<file path="src/euler_to_quaternion_top_defines.svh">
// assertion macros used by the top-level rtl file
`ifndef EULER_TO_QUATERNION_TOP_DEFINES_SVH
`define EULER_TO_QUATERNION_TOP_DEFINES_SVH
`ifndef ASSERT_OFF
`define EQ_ASSERT(lbl, clk, rst_n, prop, msg) \
	lbl: assert property (@(posedge clk) disable iff (!rst_n) prop) else $error(msg);
`define EQ_NEVER(lbl, clk, rst_n, cond, msg) \
	lbl: assert property (@(posedge clk) disable iff (!rst_n) !(cond)) else $error(msg);
`else
`define EQ_ASSERT(lbl, clk, rst_n, prop, msg)
`define EQ_NEVER(lbl, clk, rst_n, cond, msg)
`endif
`endif

</file>
<file path="src/euq_pkg.sv">
`timescale 1ns / 1ps
package euq_pkg;
	localparam int ANGLE_BITS = 16;
	localparam int CORDIC_STEPS = 16;
	localparam int STEPS = (CORDIC_STEPS > 32) ? 32 : CORDIC_STEPS;
	localparam int ANGLE_DROP = (ANGLE_BITS < 16) ? 16 - ANGLE_BITS : 0;
	localparam logic [15:0] ANGLE_MASK = 16'hFFFF << ANGLE_DROP;
	localparam logic signed [31:0] GAIN_Q30 = 32'sh26DD3B6A;
	// cordic lanes, pair product, triple products, output
	localparam int NSTAGE = STEPS + 3;

	typedef struct packed {
		logic signed [15:0] roll_angle;
		logic signed [15:0] pitch_angle;
		logic signed [15:0] yaw_angle;
	} sample_t;

	typedef struct packed {
		logic signed [15:0] quat_w;
		logic signed [15:0] quat_x;
		logic signed [15:0] quat_y;
		logic signed [15:0] quat_z;
	} quat_t;

	// atan(2^-i) with pi = 2^31
	function automatic logic signed [31:0] atan_q(input int i);
		logic signed [31:0] r;
		case (i)
			0: r = 32'sh20000000;
			1: r = 32'sh12E4051E;
			2: r = 32'sh09FB385B;
			3: r = 32'sh051111D4;
			4: r = 32'sh028B0D43;
			5: r = 32'sh0145D7E1;
			6: r = 32'sh00A2F61E;
			7: r = 32'sh00517C55;
			8: r = 32'sh0028BE53;
			9: r = 32'sh00145F2F;
			10: r = 32'sh000A2F98;
			11: r = 32'sh000517CC;
			12: r = 32'sh00028BE6;
			13: r = 32'sh000145F3;
			14: r = 32'sh0000A2FA;
			15: r = 32'sh0000517D;
			16: r = 32'sh000028BE;
			17: r = 32'sh0000145F;
			18: r = 32'sh00000A30;
			19: r = 32'sh00000518;
			20: r = 32'sh0000028C;
			21: r = 32'sh00000146;
			22: r = 32'sh000000A3;
			23: r = 32'sh00000051;
			24: r = 32'sh00000029;
			25: r = 32'sh00000014;
			26: r = 32'sh0000000A;
			27: r = 32'sh00000005;
			28: r = 32'sh00000003;
			29: r = 32'sh00000001;
			30: r = 32'sh00000001;
			default: r = 32'sh00000000;
		endcase
		return r;
	endfunction
endpackage

</file>
<file path="src/euq_cordic.sv">
`timescale 1ns / 1ps
module euq_cordic (
	input  logic                          clk,
	input  logic [euq_pkg::STEPS-1:0]     ld,
	input  logic signed [15:0]            angle,
	output logic signed [31:0]            cos_q,
	output logic signed [31:0]            sin_q
);
	import euq_pkg::*;

	logic signed [31:0] x_s [STEPS];
	logic signed [31:0] y_s [STEPS];
	logic signed [33:0] z_s [STEPS];

	genvar k;
	generate
		for (k = 0; k < STEPS; k++) begin : g_step
			logic signed [31:0] xi, yi;
			logic signed [33:0] zi;
			logic signed [33:0] t;
			// step input: first step starts from the gain and the half angle
			if (k == 0) begin : g_first
				assign xi = GAIN_Q30;
				assign yi = '0;
				assign zi = {{3{angle[15]}}, angle, 15'b0};
			end else begin : g_next
				assign xi = x_s[k-1];
				assign yi = y_s[k-1];
				assign zi = z_s[k-1];
			end
			assign t = {2'b00, atan_q(k)};
			// one micro-rotation per stage
			always_ff @(posedge clk) begin
				if (ld[k]) begin
					if (!zi[33]) begin
						x_s[k] <= xi - (yi >>> k);
						y_s[k] <= yi + (xi >>> k);
						z_s[k] <= zi - t;
					end else begin
						x_s[k] <= xi + (yi >>> k);
						y_s[k] <= yi - (xi >>> k);
						z_s[k] <= zi + t;
					end
				end
			end
		end
	endgenerate

	assign cos_q = x_s[STEPS-1];
	assign sin_q = y_s[STEPS-1];
endmodule

</file>
<file path="config.mk">
export PLATFORM = sky130hd
export DESIGN_NAME = euq_cordic
export DESIGN_NICKNAME = d
export VERILOG_FILES = /design/src/euler_to_quaternion_top_defines.svh /design/src/euq_pkg.sv /design/src/euq_cordic.sv
export SDC_FILE = /design/constraint.sdc
export NUM_CORES = 2
export LEC_CHECK = 0
export CORE_MARGIN = 2
export CORE_UTILIZATION = 40
export DETAILED_ROUTE_END_ITERATION = 12
export DONT_BUFFER_PORTS = 1
export GPL_TIMING_DRIVEN = 0
export SYNTH_ARGS = -nofsm -noshare
export SYNTH_HDL_FRONTEND = slang
export SYNTH_SLANG_ARGS = --single-unit
</file>
<file path="constraint.sdc">
create_clock -name clk -period 7.6 [get_ports clk]
set_input_delay 0.76 -clock clk [delete_from_list [all_inputs] [get_ports clk]]
set_output_delay 0.76 -clock clk [all_outputs]
set_load 0.05 [all_outputs]
</file>
# Word level (Yosys, flattened, before mapping)
# Memories as Yosys holds them, arrays and structs flattened.
# Cells that the tools add are included.
[classes]
n_addsub = 92
n_bitwise = 48
n_mux = 144
[ops]
columns = ["cell", "n"]
rows = [
  ["32-bit 2-to-1 mux", 32],
  ["34-bit 2-to-1 mux", 16],
  ["1-bit 2-to-1 mux", 96],
  ["32-bit by 17-bit adder with 32-bit output", 2],
  ["32-bit by 18-bit adder with 32-bit output", 2],
  ["32-bit by 19-bit adder with 32-bit output", 2],
  ["32-bit by 20-bit adder with 32-bit output", 2],
  ["32-bit by 21-bit adder with 32-bit output", 2],
  ["32-bit by 22-bit adder with 32-bit output", 2],
  ["32-bit by 23-bit adder with 32-bit output", 2],
  ["32-bit by 24-bit adder with 32-bit output", 2],
  ["32-bit by 25-bit adder with 32-bit output", 2],
  ["32-bit by 26-bit adder with 32-bit output", 2],
  ["32-bit by 27-bit adder with 32-bit output", 2],
  ["32-bit by 28-bit adder with 32-bit output", 2],
  ["32-bit by 29-bit adder with 32-bit output", 2],
  ["32-bit by 30-bit adder with 32-bit output", 2],
  ["32-bit by 31-bit adder with 32-bit output", 2],
  ["32-bit by 17-bit subtractor with 32-bit output", 2],
  ["32-bit by 18-bit subtractor with 32-bit output", 2],
  ["32-bit by 19-bit subtractor with 32-bit output", 2],
  ["32-bit by 20-bit subtractor with 32-bit output", 2],
  ["32-bit by 21-bit subtractor with 32-bit output", 2],
  ["32-bit by 22-bit subtractor with 32-bit output", 2],
  ["42 further kinds", 98],
]
[totals]
elab_cells = 287
mem_bits_rw = 1568
reg_bits = 0
n_memories = 3
output_inout_bits = 64
in_bits = 33
[mem_list]
columns = ["name", "words", "word_bits", "read_ports", "rd_ports_with_merged_regs", "wr", "line_no", "rtl"]
rows = [
  ["z_s", 16, 34, 15, 0, 16, "euq_cordic.sv:13", "logic signed [33:0] z_s [STEPS];"],
  ["x_s", 16, 32, 16, 0, 16, "euq_cordic.sv:11", "logic signed [31:0] x_s [STEPS];"],
  ["y_s", 16, 32, 16, 0, 16, "euq_cordic.sv:12", "logic signed [31:0] y_s [STEPS];"],
]

# Longest topological paths before layout
# An unclocked memory read counts as a cell.
[depth]
word_depth = 5
mapped_depth = 21
mapped_depth_nobuf = 21

# Worst setup path after synthesis
# Ideal clock, no wire load.
[synth_path]
path_type = "input to register"
start = "input port ld[2] in the netlist's numbering"
end = "memory y_s[2][28], in the netlist y_s[0][92] (data pin)"
n_path_buf = 2
stages = 16
required_ns = 7.328
t_arrival_ns = 4.758
setup_ns = 0.272
slack_ns = 2.570
path_cell_list = "nand2_1 -> inv_1 -> clkbuf_1 -> buf_1 -> mux2i_1 -> ha_1 -> nor2b_1 -> o31a_1 -> o31a_1 -> o21ai_1 -> a31oi_1 -> o41a_1 -> a41o_1 -> a311o_1 -> a31oi_1 -> o211ai_1"
[synth_lines]
columns = ["element", "line_no", "rtl"]
rows = [
  ["start: declaration", "euq_cordic.sv:4", "input logic [euq_pkg::STEPS-1:0] ld,"],
  ["end: declaration", "euq_cordic.sv:12", ""],
]

==> out/qor.txt <==
Routed Wire Length -> 305,600 um
Most used DFF post-synth -> edfxtp_1
Post-synth top area share -> 34.56%
# IOs -> 97
Tot GR Track Use -> 19.70%
TritonCTS clock tree -> yes
Number of synthesized register bits -> 1,371
Drt drc -> 0
Global route total overflow -> 0
Net count, final -> 14,176
Worst Setup Path Type -> flop to flop
Net count after synthesis -> 13,972
DP Cell Count -> 16,438
Core area -> 0.2965 mm^2
CP max-delay cell -> buf_1
Syn Inst Count -> 12,483
Num rows -> 200
Clock buffer count from CTS -> 169
Fmax -> 153.3 MHz
Chip Width -> 549.7 um
Antenna violations before repair -> 4
Status -> complete, no violations
Final setup fails -> 0
Cells along the critical path -> nand2_1, inv_1, clkbuf_1, buf_1, nor2_1, xnor2_1, ha_1, o21a_1, o31a_1, o31a_1, o41ai_2, o2111a_1, o31ai_1, o41ai_1, o21bai_1, a21oi_1, xnor2_1
Post-CTS Hold Fix Bufs -> 17
Via density -> 5.533
Fillers -> 28,784
Synthesized cell area -> 0.1191 mm^2
First-pass GRT wire length -> 483,700 um
Syn-to-layout area delta -> 9.362%
Clk root buf -> clkbuf_16
Synth area leaders -> edfxtp_1, ha_1, xnor2_1
Most used routing layer -> met2
Setup TNS -> 0 ns
Largest net degree at the start of global routing -> 70
CTS Buffer Depth -> 4
DIE HEIGHT -> 549.7 um
Hold Crit Start -> ld[0]
Fin Hold WS -> 0.08648 ns
Tcrit/Tclk final -> 85.81%
CP top delay family -> compound AO/OA/AOI/OAI gates
Req. time, crit path -> 8.17 ns
Worst Tran Pin Value -> 1.364 ns
Asr flop ratio synth -> 0%
Finished Layout Cells -> 16,767
MaxCap Viol Count -> 0
RR Startpoint -> z_s[1][33]
Final core utilization -> 43.93%
Initial Util -> 40.17%
DIE AREA -> 0.3022 mm^2
Initial DRT Pass Iterations -> 5
H-tree Lvls -> 4
Grt met1 use -> 24.91%
Arrival time worst endpoint -> 7.09 ns
Layout cells sized above 1 -> 3.892%
Final hold violations -> 0
Grt met2 use -> 34.77%
Max-slew violations -> 0
Clock Skews -> 0.06478 ns
Critical Path Source Type -> flop
CP peak stage delay -> 1.04 ns
RD Place Congestion -> 0.9321
Mean post-synth cell area -> 9.542 um^2
DR iter-0 viols -> 6,201
Post-CTS Setup Bufs -> 0
WP buf/inv -> 3
Commonest non-fill, non-tap cell in the layout -> ha_1
Nature of the critical path endpoint -> flop
CTS clk-pin slew, worst paths -> 0.06 ns
Hold Path Class -> input port to flop
# clock sinks -> 1,371
Routed Antenna Nets -> 0
Slew HR -> 9.046%
Fin crit period -> 6.522 ns
Clock latency on the worst-skew pair -> 0.87 ns
DP HPWL -> 245,200 um
Post-cts sizing count -> 0
EDFF count, synth -> 1,371
Largest area contributor in the netlist -> edfxtp_1
Most frequent cells in the layout -> ha_1, edfxtp_1, a21oi_1
RSZ-0062 raised after global routing -> no
Post-synth cell types -> 100
Met3 usage -> 1.971%
Critical path origin -> z_s[1][33]
DR WL/cell -> 18.23 um
Number of global-route vias before repair -> 88,388
YS warnings -> 0
PortBufs -> 0
Crit path max fanout -> 21
DR vias -> 92,768
Sequential fraction of the synthesis area -> 34.56%
through the flow:
stage / setup WS [ns] / area (um^2)
after floorplan: 2.570 / 119100
after global placement: 0.2437 / 124000
after detailed placement: 0.6809 / 124500
after CTS: 1.009 / 130200
after global routing: 0.6006 / 130300
final: 1.078 / 130300
state kept, by name, indices dropped and copies added, names as in the netlist:
| signal | cells |
|---|---|
| x_s | 456 |
| z_s | 434 |
| y_s | 481 |
area by class of cell:
cell class,count,area (um^2),share of cell area (%)
plain buffers,213,884.6,0.6791
well taps,3939,4928,3.784
diodes,6,15.01,0.01153
multi-input cells,10390,75220,57.75
clock inverters,115,1221,0.9375
repair buffers,33,595.6,0.4572
flip-flops and latches,1371,41170,31.61
clock buffers,191,4312,3.310
inverters,509,1911,1.467
logic make-up after synthesis:
kind of cell / Yosys count / share of synthesized area (%)
buf+inv: 722 / 2.281
xor+xnor: 1669 / 12.33
simple gates: 3286 / 13.44
compound gates: 3884 / 20.99
flops: 1371 / 34.56
mux: 95 / 0.8393
fa+ha+maj: 1456 / 15.57
per-layer routing:
layer	vias up	wire (um)	part of all wire, %
li1	47151	-	-
met1	43461	135700	44
met2	1688	147900	48
met3	466	10990	3.6
met4	2	10960	3.6
met5	-	14	0.0046
Yosys cell counts (all sizes together) (136+ instances only):
cell    number
o21a       192
nand2      721
inv        506
nor2b      136
clkbuf     178
edfxtp    1371
xor2       567
o21ai      695
o21bai     161
nor3       342
nand2b     181
a21oi     1223
ha        1413
nand3      256
a21o       631
xnor2     1102
nor2       965
final timing paths:
path / cells past startpoint / slack, ns / to
setup / recovery: 17 / 1.08 / y_s[1][63]
hold / removal: 2 / 0.09 / y_s[0][30]
setup reg to reg: 17 / 1.08 / y_s[1][63]
hold reg to reg: 0 / 0.42 / z_s[0][103]
Power is not shown: default switching activity piles up to over one toggle a cycle in this logic, so the estimate is an artifact.
